--- src/design/sorb_pkg.sv ---
// Shared types, codes and the wrap-aware ordering function for the reorder buffer.
// No dependencies.
`timescale 1ns / 1ps

package sorb_pkg;

	localparam int DEPTH_DEF = 32;
	localparam int SEQ_W     = 8;
	localparam int HANDLE_W  = 8;

	// Wrap window of the 8-bit sequence space
	localparam logic [SEQ_W-1:0] WRAP_HI = 8'd200;
	localparam logic [SEQ_W-1:0] WRAP_LO = 8'd100;

	typedef enum logic [1:0] {
		K_INSERT = 2'd0,
		K_REMOVE = 2'd1,
		K_DROP   = 2'd2,
		K_LOOKUP = 2'd3
	} kind_t;

	typedef enum logic [1:0] {
		ST_OK        = 2'd0,
		ST_NOT_FOUND = 2'd1,
		ST_FULL      = 2'd2
	} status_t;

	typedef enum logic [1:0] {
		OP_HOLD,
		OP_INS,
		OP_DEL,
		OP_DROP
	} cell_op_t;

	typedef struct packed {
		logic [SEQ_W-1:0]    seq;
		logic [HANDLE_W-1:0] handle;
	} entry_t;

	typedef struct packed {
		cell_op_t            op;
		logic [SEQ_W-1:0]    seq;
		logic [HANDLE_W-1:0] handle;
	} cmd_t;

	// s goes before r
	function automatic logic orders_before(input logic [SEQ_W-1:0] s,
		input logic [SEQ_W-1:0] r);
		return (s < r) && !((r > WRAP_HI) && (s < WRAP_LO));
	endfunction

endpackage

--- src/design/seqnum_ordered_reorder_buffer_unit.sv ---
// Top level of the sequence-ordered reorder buffer: control FSM, result register
// and the chain of sorb_cell slots. Depends on sorb_pkg and sorb_cell.
`timescale 1ns / 1ps

// Holds up to DEPTH (seq, handle) entries in wrap-aware order in a row of cells,
// front at cell 0. Every cell compares its entry with the operation in parallel
// and loads from itself, a neighbor or the new entry. Insert, remove
// and lookup are captured, then finish with at most one chain update. Drop
// shifts the whole chain left by one entry per cycle. A new operation is taken
// while the last result still waits on res_ready; the next result is held back
// until that slot frees.

module seqnum_ordered_reorder_buffer_unit #(
	parameter int DEPTH = sorb_pkg::DEPTH_DEF,
	localparam int CW   = $clog2(DEPTH + 1)
) (
	input  logic                            clk,
	input  logic                            arst_n,
	input  logic                            op_valid,
	output logic                            op_ready,
	input  logic [1:0]                      kind,
	input  logic [sorb_pkg::SEQ_W-1:0]      seq,
	input  logic [sorb_pkg::HANDLE_W-1:0]   handle,
	output logic                            res_valid,
	input  logic                            res_ready,
	output logic [1:0]                      status,
	output logic [sorb_pkg::HANDLE_W-1:0]   found_handle,
	output logic [CW-1:0]                   dropped,
	output logic [CW-1:0]                   occupancy
);

	typedef enum logic {S_IDLE, S_EXEC} state_t;

	state_t                          state_q;
	sorb_pkg::kind_t                 kind_q;
	logic [sorb_pkg::SEQ_W-1:0]      seq_q;
	logic [sorb_pkg::HANDLE_W-1:0]   handle_q;
	logic [CW-1:0]                   count_q;
	logic [CW-1:0]                   drop_q;
	logic                            res_valid_q;
	sorb_pkg::status_t               status_q;
	logic [sorb_pkg::HANDLE_W-1:0]   found_handle_q;
	logic [CW-1:0]                   dropped_q;
	logic [CW-1:0]                   occupancy_q;

	sorb_pkg::cmd_t                  cmd;
	sorb_pkg::entry_t                ents [DEPTH];
	logic [DEPTH-1:0]                occ;
	logic [DEPTH-1:0]                sfx;
	logic [DEPTH-1:0]                pfx;
	logic [DEPTH-1:0]                first;
	sorb_pkg::entry_t                new_ent;

	logic                            slot_free;
	logic                            fin;
	logic [CW-1:0]                   count_d;
	logic [CW-1:0]                   drop_d;
	sorb_pkg::status_t               st_d;
	logic [sorb_pkg::HANDLE_W-1:0]   fh_d;
	logic [sorb_pkg::HANDLE_W-1:0]   hit_handle;
	logic                            found;

	assign new_ent.seq    = seq_q;
	assign new_ent.handle = handle_q;

	for (genvar i = 0; i < DEPTH; i++) begin : g_cell
		sorb_pkg::entry_t l_ent;
		sorb_pkg::entry_t r_ent;
		logic             s_in;
		logic             s_left;
		logic             p_in;

		assign occ[i] = CW'(i) < count_q;

		if (i == 0) begin : g_head
			assign l_ent  = new_ent;
			assign s_left = 1'b1;
			assign p_in   = 1'b0;
		end else begin : g_body
			assign l_ent  = ents[i-1];
			assign s_left = sfx[i-1];
			assign p_in   = pfx[i-1];
		end

		if (i == DEPTH - 1) begin : g_tail
			assign r_ent = ents[i];
			assign s_in  = 1'b0;
		end else begin : g_mid
			assign r_ent = ents[i+1];
			assign s_in  = sfx[i+1];
		end

		sorb_cell u_cell (
			.clk      (clk),
			.cmd      (cmd),
			.occ      (occ[i]),
			.left     (l_ent),
			.right    (r_ent),
			.sfx_in   (s_in),
			.sfx_left (s_left),
			.pfx_in   (p_in),
			.ent      (ents[i]),
			.sfx_out  (sfx[i]),
			.pfx_out  (pfx[i]),
			.first    (first[i])
		);
	end

	// first[] is one-hot or zero
	always_comb begin
		hit_handle = '0;
		for (int i = 0; i < DEPTH; i++)
			hit_handle = hit_handle | (first[i] ? ents[i].handle : '0);
	end

	assign found     = |first;
	assign slot_free = !res_valid_q || res_ready;

	always_comb begin
		cmd.op     = sorb_pkg::OP_HOLD;
		cmd.seq    = seq_q;
		cmd.handle = handle_q;
		fin        = 1'b0;
		count_d    = count_q;
		drop_d     = drop_q;
		st_d       = sorb_pkg::ST_OK;
		fh_d       = '0;
		if (state_q == S_EXEC) begin
			case (kind_q)
				sorb_pkg::K_INSERT: begin
					if (slot_free) begin
						fin = 1'b1;
						if (count_q == CW'(DEPTH)) begin
							st_d = sorb_pkg::ST_FULL;
						end else begin
							cmd.op  = sorb_pkg::OP_INS;
							count_d = count_q + 1'b1;
						end
					end
				end
				sorb_pkg::K_REMOVE, sorb_pkg::K_LOOKUP: begin
					if (slot_free) begin
						fin = 1'b1;
						if (found) begin
							fh_d = hit_handle;
							if (kind_q == sorb_pkg::K_REMOVE) begin
								cmd.op  = sorb_pkg::OP_DEL;
								count_d = count_q - 1'b1;
							end
						end else begin
							st_d = sorb_pkg::ST_NOT_FOUND;
						end
					end
				end
				sorb_pkg::K_DROP: begin
					if ((count_q != '0) && !first[0]) begin
						cmd.op  = sorb_pkg::OP_DROP;
						count_d = count_q - 1'b1;
						drop_d  = drop_q + 1'b1;
					end else if (slot_free) begin
						fin = 1'b1;
					end
				end
				default: fin = 1'b0;
			endcase
		end
	end

	always_ff @(posedge clk or negedge arst_n) begin
		if (!arst_n) begin
			state_q     <= S_IDLE;
			count_q     <= '0;
			drop_q      <= '0;
			res_valid_q <= 1'b0;
		end else begin
			if (fin)
				res_valid_q <= 1'b1;
			else if (res_ready)
				res_valid_q <= 1'b0;
			case (state_q)
				S_IDLE: begin
					if (op_valid) begin
						kind_q   <= sorb_pkg::kind_t'(kind);
						seq_q    <= seq;
						handle_q <= handle;
						drop_q   <= '0;
						state_q  <= S_EXEC;
					end
				end
				S_EXEC: begin
					count_q <= count_d;
					drop_q  <= drop_d;
					if (fin) begin
						state_q        <= S_IDLE;
						status_q       <= st_d;
						found_handle_q <= fh_d;
						dropped_q      <= drop_d;
						occupancy_q    <= count_d;
					end
				end
				default: state_q <= S_IDLE;
			endcase
		end
	end

	assign op_ready     = (state_q == S_IDLE);
	assign res_valid    = res_valid_q;
	assign status       = status_q;
	assign found_handle = found_handle_q;
	assign dropped      = dropped_q;
	assign occupancy    = occupancy_q;

endmodule

--- src/design/sorb_cell.sv ---
// One slot of the reorder chain: holds an entry, compares it to the command and
// shifts from its left or right neighbor. Depends on sorb_pkg.
`timescale 1ns / 1ps

module sorb_cell (
	input  logic            clk,
	input  sorb_pkg::cmd_t  cmd,
	input  logic            occ,
	input  sorb_pkg::entry_t left,
	input  sorb_pkg::entry_t right,
	input  logic            sfx_in,
	input  logic            sfx_left,
	input  logic            pfx_in,
	output sorb_pkg::entry_t ent,
	output logic            sfx_out,
	output logic            pfx_out,
	output logic            first
);

	sorb_pkg::entry_t ent_q;
	sorb_pkg::entry_t ent_d;
	logic             ge;
	logic             match;
	logic             take_new;

	// ge: new entry does not order before this one
	assign ge       = occ && !sorb_pkg::orders_before(cmd.seq, ent_q.seq);
	assign match    = occ && (ent_q.seq == cmd.seq);
	assign sfx_out  = sfx_in | ge;
	assign pfx_out  = pfx_in | match;
	assign first    = match && !pfx_in;
	assign take_new = sfx_left && !sfx_out;
	assign ent      = ent_q;

	always_comb begin
		ent_d = ent_q;
		case (cmd.op)
			sorb_pkg::OP_INS: begin
				if (take_new) begin
					ent_d.seq    = cmd.seq;
					ent_d.handle = cmd.handle;
				end else if (!sfx_left) begin
					ent_d = left;
				end
			end
			sorb_pkg::OP_DEL: begin
				if (pfx_out)
					ent_d = right;
			end
			sorb_pkg::OP_DROP: ent_d = right;
			default: ent_d = ent_q;
		endcase
	end

	always_ff @(posedge clk) begin
		ent_q <= ent_d;
	end

endmodule

--- config.mk ---
export PLATFORM = sky130hd
export DESIGN_NAME = seqnum_ordered_reorder_buffer_unit
export DESIGN_NICKNAME = d
export VERILOG_FILES = /design/src/design/sorb_pkg.sv /design/src/design/seqnum_ordered_reorder_buffer_unit.sv /design/src/design/sorb_cell.sv
export SDC_FILE = /design/constraint.sdc
export NUM_CORES = 2
export LEC_CHECK = 0
export ABC_AREA = 0
export BUFFER_PORTS_ARGS = -buffer_cell sky130_fd_sc_hd__buf_2
export CAP_MARGIN = 20
export CORE_MARGIN = 2
export CORE_UTILIZATION = 30
export CTS_BUF_LIST = sky130_fd_sc_hd__clkbuf_4 sky130_fd_sc_hd__clkbuf_8
export DETAILED_ROUTE_END_ITERATION = 16
export PLACE_DENSITY = 0.41
export SLEW_MARGIN = 25
export SYNTH_ARGS = -nofsm -noshare
export SYNTH_HDL_FRONTEND = slang
export SYNTH_HIERARCHICAL = 1
export SYNTH_SLANG_ARGS = --single-unit
--- constraint.sdc ---
create_clock -name clk -period 16.6 [get_ports clk]
set_input_delay 1.66 -clock clk [delete_from_list [all_inputs] [get_ports clk]]
set_output_delay 1.66 -clock clk [all_outputs]
set_load 0.01 [all_outputs]
# After elaboration in Yosys (flattened, before gate mapping)
# Cells that the tools add are included.
dict set report word_totals {
  register_bits 566
  latchBits 0
  input_bits 22
  ramBits 0
  mem_count 0
  out_inout_bits 24
  mem_bits_ro 0
  word_cells 922
}
dict set report classes {
  shifts 0
  addsub 3
  mux 190
  mul 0
  eq_ne 103
  bitwise 93
  n_reduce_logical 361
  n_lt_le_gt_ge 97
  div 0
}
# cell n
set ops {}
lappend ops {{16-bit two-way mux} 94}
lappend ops {{16-bit one-hot mux with 3 select lines} 31}
lappend ops {{8-bit == test} 32}
lappend ops {{8-bit greater-than comparator (second input constant)} 32}
lappend ops {{8-bit less-than comparator} 32}
lappend ops {{8-bit two-way mux} 32}
lappend ops {{8-bit bitwise OR} 31}
lappend ops {{1-bit logical AND} 191}
lappend ops {{1-bit logical NOT} 127}
lappend ops {{3-bit AND reduction} 34}
lappend ops {{5-bit by 6-bit less-than comparator with 1-bit output (first input constant)} 16}
lappend ops {{3-bit by 2-bit != test with 1-bit output (second input constant)} 27}
lappend ops {{2-bit by 1-bit != test with 1-bit output (second input constant)} 32}
lappend ops {{1-bit bitwise OR} 61}
lappend ops {{6-bit two-way mux} 9}
lappend ops {{4-bit by 6-bit less-than comparator with 1-bit output (first input constant)} 8}
lappend ops {{32-bit OR reduction} 1}
lappend ops {{3-bit by 6-bit less-than comparator with 1-bit output (first input constant)} 4}
lappend ops {{6-bit one-hot mux with 3 select lines} 1}
lappend ops {{2-bit two-way mux} 7}
lappend ops {{6-bit by 1-bit adder with 6-bit output (second input constant)} 2}
lappend ops {{1-bit by 6-bit less-than comparator with 1-bit output (first input constant)} 2}
lappend ops {{2-bit by 6-bit less-than comparator with 1-bit output (first input constant)} 2}
lappend ops {{6-bit one-hot mux with 2 select lines} 1}
lappend ops {{20 further kinds} 38}

# Logic depth before layout (Yosys ltp)
dict set report logic_depth {
  ltp_word 42
  depth_mapped 72
  depth_no_buf 70
}

# Hierarchy
# Netlist, hierarchy kept.
# module cells_per_inst area_per_inst_um2 instances seq_area_each_um2
set modules_own_cells {}
lappend modules_own_cells {{sorb_cell at g_cell[10].u_cell ...} 111 1285.0 31 480.5}
lappend modules_own_cells {seqnum_ordered_reorder_buffer_unit 452 4187.8 1 1551.5}
lappend modules_own_cells {{sorb_cell at g_cell[0].u_cell} 110 1301.2 1 480.5}

# Worst setup path after synthesis
# Ideal clock, no wire load.
dict set report synth_path {
  path_type {flip-flop to flip-flop}
  startpoint {register seq_q[7] in the netlist's numbering}
  endpoint {register g_cell[10].u_cell.ent_q (netlist bit g_cell[10].u_cell/ent[0]), enable pin}
  t_required_ns 16.201
  n_path_buf 3
  setup_time_ns 0.399
  stages_incl_launch_ff 47
  period_less_slack_ns 12.543
  path_slack_ns 4.057
  arrival_ns 12.144
  cell_sequence {edfxtp_1 > ha_1 > and3_4 > nand3_1 > nor2_1 > or2_2 > o21bai_1 > o21bai_1 > o21bai_1 > o21bai_1 > o21bai_1 > o21bai_1 > o21bai_1 > o21bai_1 > o21bai_1 > o21bai_1 > o21bai_1 > o21bai_1 > [... 11 more ...] > o21bai_1 > o21bai_1 > o21bai_1 > o21bai_1 > o21bai_1 > o21bai_1 > o21bai_1 > nor3_1 > buf_2 > nor4_1 > and4_1 > a211oi_2 > nor2_1 > nor2_1 > clkbuf_1 > clkbuf_1 > a21oi_1 > a31oi_1}
}
# element line
set synth_lines {}
lappend synth_lines {{from (decl)} seqnum_ordered_reorder_buffer_unit.sv:36} ;# logic [sorb_pkg::SEQ_W-1:0] seq_q;
lappend synth_lines {{from (signal assigned)} seqnum_ordered_reorder_buffer_unit.sv:184} ;# seq_q <= seq;
lappend synth_lines {{to (signal assigned)} sorb_cell.sv:56} ;# ent_q <= ent_d;
lappend synth_lines {{to (decl)} sorb_cell.sv:20} ;# sorb_pkg::entry_t ent_q;

==> impl_metrics.json <==
{
  "grt_antenna_before_repair": 12,
  "clockBufferDepth": 3,
  "grt_max_degree": 109,
  "die_h_um": 393,
  "status": "finished clean",
  "cts_root_buffer": "clkbuf_8",
  "grt_pass1_vias": 34399,
  "syn_area_um2": 45300,
  "via_count": 34463,
  "io_buffers": 45,
  "ys_warn_count": 6,
  "setup_violations": 0,
  "async_flop_share_pct": 2.47,
  "p_sw_share_pct": 39.1,
  "cts_tree": "done",
  "rows": 142,
  "vias_per_cell": 5.55,
  "drt_iter0_markers": 2648,
  "die-width_um": 393,
  "slew_violations": 0,
  "grt_usage_pct": 22.8,
  "crit_required_ns": 17.09,
  "cts_buffers": 116,
  "drive_gt1_share_pct": 11.2,
  "clk_pin_slew_ns": 0.07,
  "worst_setup_path_start_kind": "register",
  "finClkSkew_ns": 0.0629,
  "p_leak_nw": 16.8,
  "fillers": 15311,
  "critPathSlowestCell": "nor2_4",
  "hold_viol_final": 0,
  "worst_pin_slew_ns": 1.11,
  "routed_wl_um": 179000,
  "relSlewSlack_pct": 25.5,
  "syn_to_final_growth_pct": 11.3,
  "dr_wl_met3_um": 8030,
  "nNetsFinal": 4372,
  "synthFlopType": "edfxtp_1",
  "drt-met1-wl_um": 80700,
  "utilization_pct": 33.7,
  "fin_crit_sh_pct": 91.6,
  "end_kind": "register",
  "grt.overflow.total": 0,
  "min_path_type": "reg -> reg",
  "grt_pass1_wl_um": 256000,
  "synth_edf_count": 552,
  "htree_num_levels": 3,
  "internal_power_w": 0.00340,
  "p_comb_share_pct": 35.3,
  "seq_power_share_pct": 37.5,
  "pwr_density_cell_nw_per_um2": 111,
  "first_pass_iters": 5,
  "ys_seq_elements": 566,
  "p_switching_w": 0.00218,
  "hpwl_um": 131000,
  "slowest_delay_ns": 0.77,
  "routabilityCongestion": 0.930,
  "avgSynthCellArea_um2": 11.3,
  "arrival_ns": 15.69,
  "critPathMostFrequentCell": "o21bai_1",
  "cts_sinks": 566,
  "wl_per_cell_um": 28.8,
  "ios": 46,
  "peakVddDrop_mv": 0.0651,
  "core-area_um2": 150000,
  "worst-setup-path-type": "reg -> reg",
  "die-area_um2": 154000,
  "maxCapViolCount": 0,
  "initial_core_util_pct": 30.2,
  "ys_types": 68,
  "p_total_w": 0.00559,
  "highest_layer": "met5",
  "worstPathMaxFanout": 39,
  "wl_met2_um": 82500,
  "final_antenna_net_count": 0,
  "drcViolationCount": 0,
  "timing.fmax_mhz": 65.8,
  "timing.hold.ws_ns": 0.553,
  "netlist_instances": 4003,
  "power_frac_clock_pct": 27.2,
  "fin_crit_ns": 15.20,
  "ys_seq_area_share_pct": 37.3,
  "clkLatencyLatePin_ns": 0.87
}
## power groups by stage
stage / clock, W / sequential (W) / combinational [W]
finish: 0.00152 / 0.00209 / 0.00197
global route: 0.00163 / 0.00211 / 0.00213
CTS: 0.00157 / 0.00210 / 0.00196
detailed placement: 0 / 0.00212 / 0.00195
global placement: 0 / 0.00212 / 0.00194
floorplan: 0 / 0.00201 / 0.00140
## layout make-up
cell class	count	area, um^2	area share, %
repair buffers	200	1630	3.24
flip-flops and latches	566	16900	33.5
inverters	333	1250	2.48
well taps	2016	2520	5.00
clock inverters	66	394	0.781
diodes	10	25.0	0.0496
multi-input cells	2872	25800	51.2
clock buffers	152	1880	3.72
## cells in the final DEF (no fill, tap or decap), drive strengths merged, types with 35 or more instances in the layout
cell type / synthesis / final
nand2: 55 / 55
o311ai: 64 / 64
a21oi: 143 / 143
o211ai: 37 / 37
nand4: 59 / 59
a31oi: 38 / 38
nand3: 69 / 69
mux2i: 1536 / 1536
inv: 331 / 335
edfxtp: 552 / 552
clkinv: 2 / 59
buf: 162 / 200
clkbuf: 74 / 152
a22oi: 64 / 64
a21o: 35 / 35
nor2: 90 / 90
ha: 261 / 261
nor3: 73 / 73
nor4: 39 / 39
## path summary, 6_finish.rpt
path | from | end | slack, ns | cells after the start
max in group asynchronous | arst_n | count_q[2] | 15.47 | 1
min reg2reg | drop_q[5] | drop_q[5] | 0.55 | 1
min | drop_q[5] | drop_q[5] | 0.55 | 1
max reg2reg | count_q[1] | g_cell[4].u_cell/ent[10] | 1.40 | 49
min in group asynchronous | arst_n | count_q[5] | 0.76 | 1
max | count_q[1] | g_cell[4].u_cell/ent[10] | 1.40 | 49
## flip-flops by register name (all words and copies together), names as in the netlist, 2 cells and up
signal,flops
g_cell.u_cell/ent,512
found_handle,8
count_q,6
status,2
handle_q,8
drop_q,6
seq_q,8
dropped,6
occupancy,6
kind_q,2
## cells by family after synthesis
kind of cell	after synthesis	synth area share (%)
AO/OA/AOI/OAI	557	8.62
multiplexers	1538	34.0
flip-flops	566	37.3
XOR/XNOR	7	0.152
AND/OR/NAND/NOR	503	6.03
buffers and inverters	569	6.67
other	2	0.0166
adder cells (fa/ha/maj)	261	7.21
## timing repair
item                                   CTS  global route
setup buffers                            0             5
gates resized for setup                  0            18
setup endpoints to repair                0           128
hold buffers                             0             0
endpoints found under the hold margin    0             0
## critical path, delay by kind of cell, from the launching register on
kind            cells  cell delay (ns)
compound gates     33             8.27
simple gates       10             3.78
buf+inv             5             1.63
fa+ha+maj           1             0.54
flops               1             0.50
## metrics by stage
stage	cells	cell area, um^2	worst slack [ns]	setup TNS [ns]
final	6215	50500	1.40	0
after CTS	6200	50300	0.253	0
after global placement	5981	48000	0.959	0
after floorplan	4007	45300	4.06	0
after detailed placement	5982	48000	0.344	0
after global routing	6214	50500	-0.0247	-0.814
## cell usage after synthesis (all sizes together), types with 4 or more instances
cell type / count / area share [%]
a211oi: 7 / 0.17
a21o: 35 / 0.58
a21oi: 143 / 1.6
a221oi: 34 / 0.67
a22o: 33 / 0.64
a22oi: 64 / 1.1
a31oi: 38 / 0.52
and3: 5 / 0.080
and4: 34 / 0.66
buf: 162 / 3.3
clkbuf: 74 / 0.61
dfrtp: 14 / 0.77
edfxtp: 552 / 37
ha: 261 / 7.2
inv: 331 / 2.7
mux2i: 1536 / 34
nand2: 55 / 0.46
nand3: 69 / 0.77
nand4: 59 / 0.81
nor2: 90 / 0.75
nor2b: 34 / 0.47
nor3: 73 / 0.81
nor3b: 4 / 0.091
nor4: 39 / 0.54
o211ai: 37 / 0.61
o21ai: 26 / 0.29
o21bai: 31 / 0.51
o22ai: 33 / 0.46
o311ai: 64 / 1.2
or2: 33 / 0.46
xnor2: 6 / 0.13
## per-layer routing
layer | GRT usage (%) | vias to the layer above
li1 | - | 15647
met1 | 30.6 | 17525
met2 | 36.9 | 980
met3 | 2.77 | 307
met4 | 9.57 | 4
met5 | 0 | -
No activity file was read; power rests on OpenSTA's default activity.
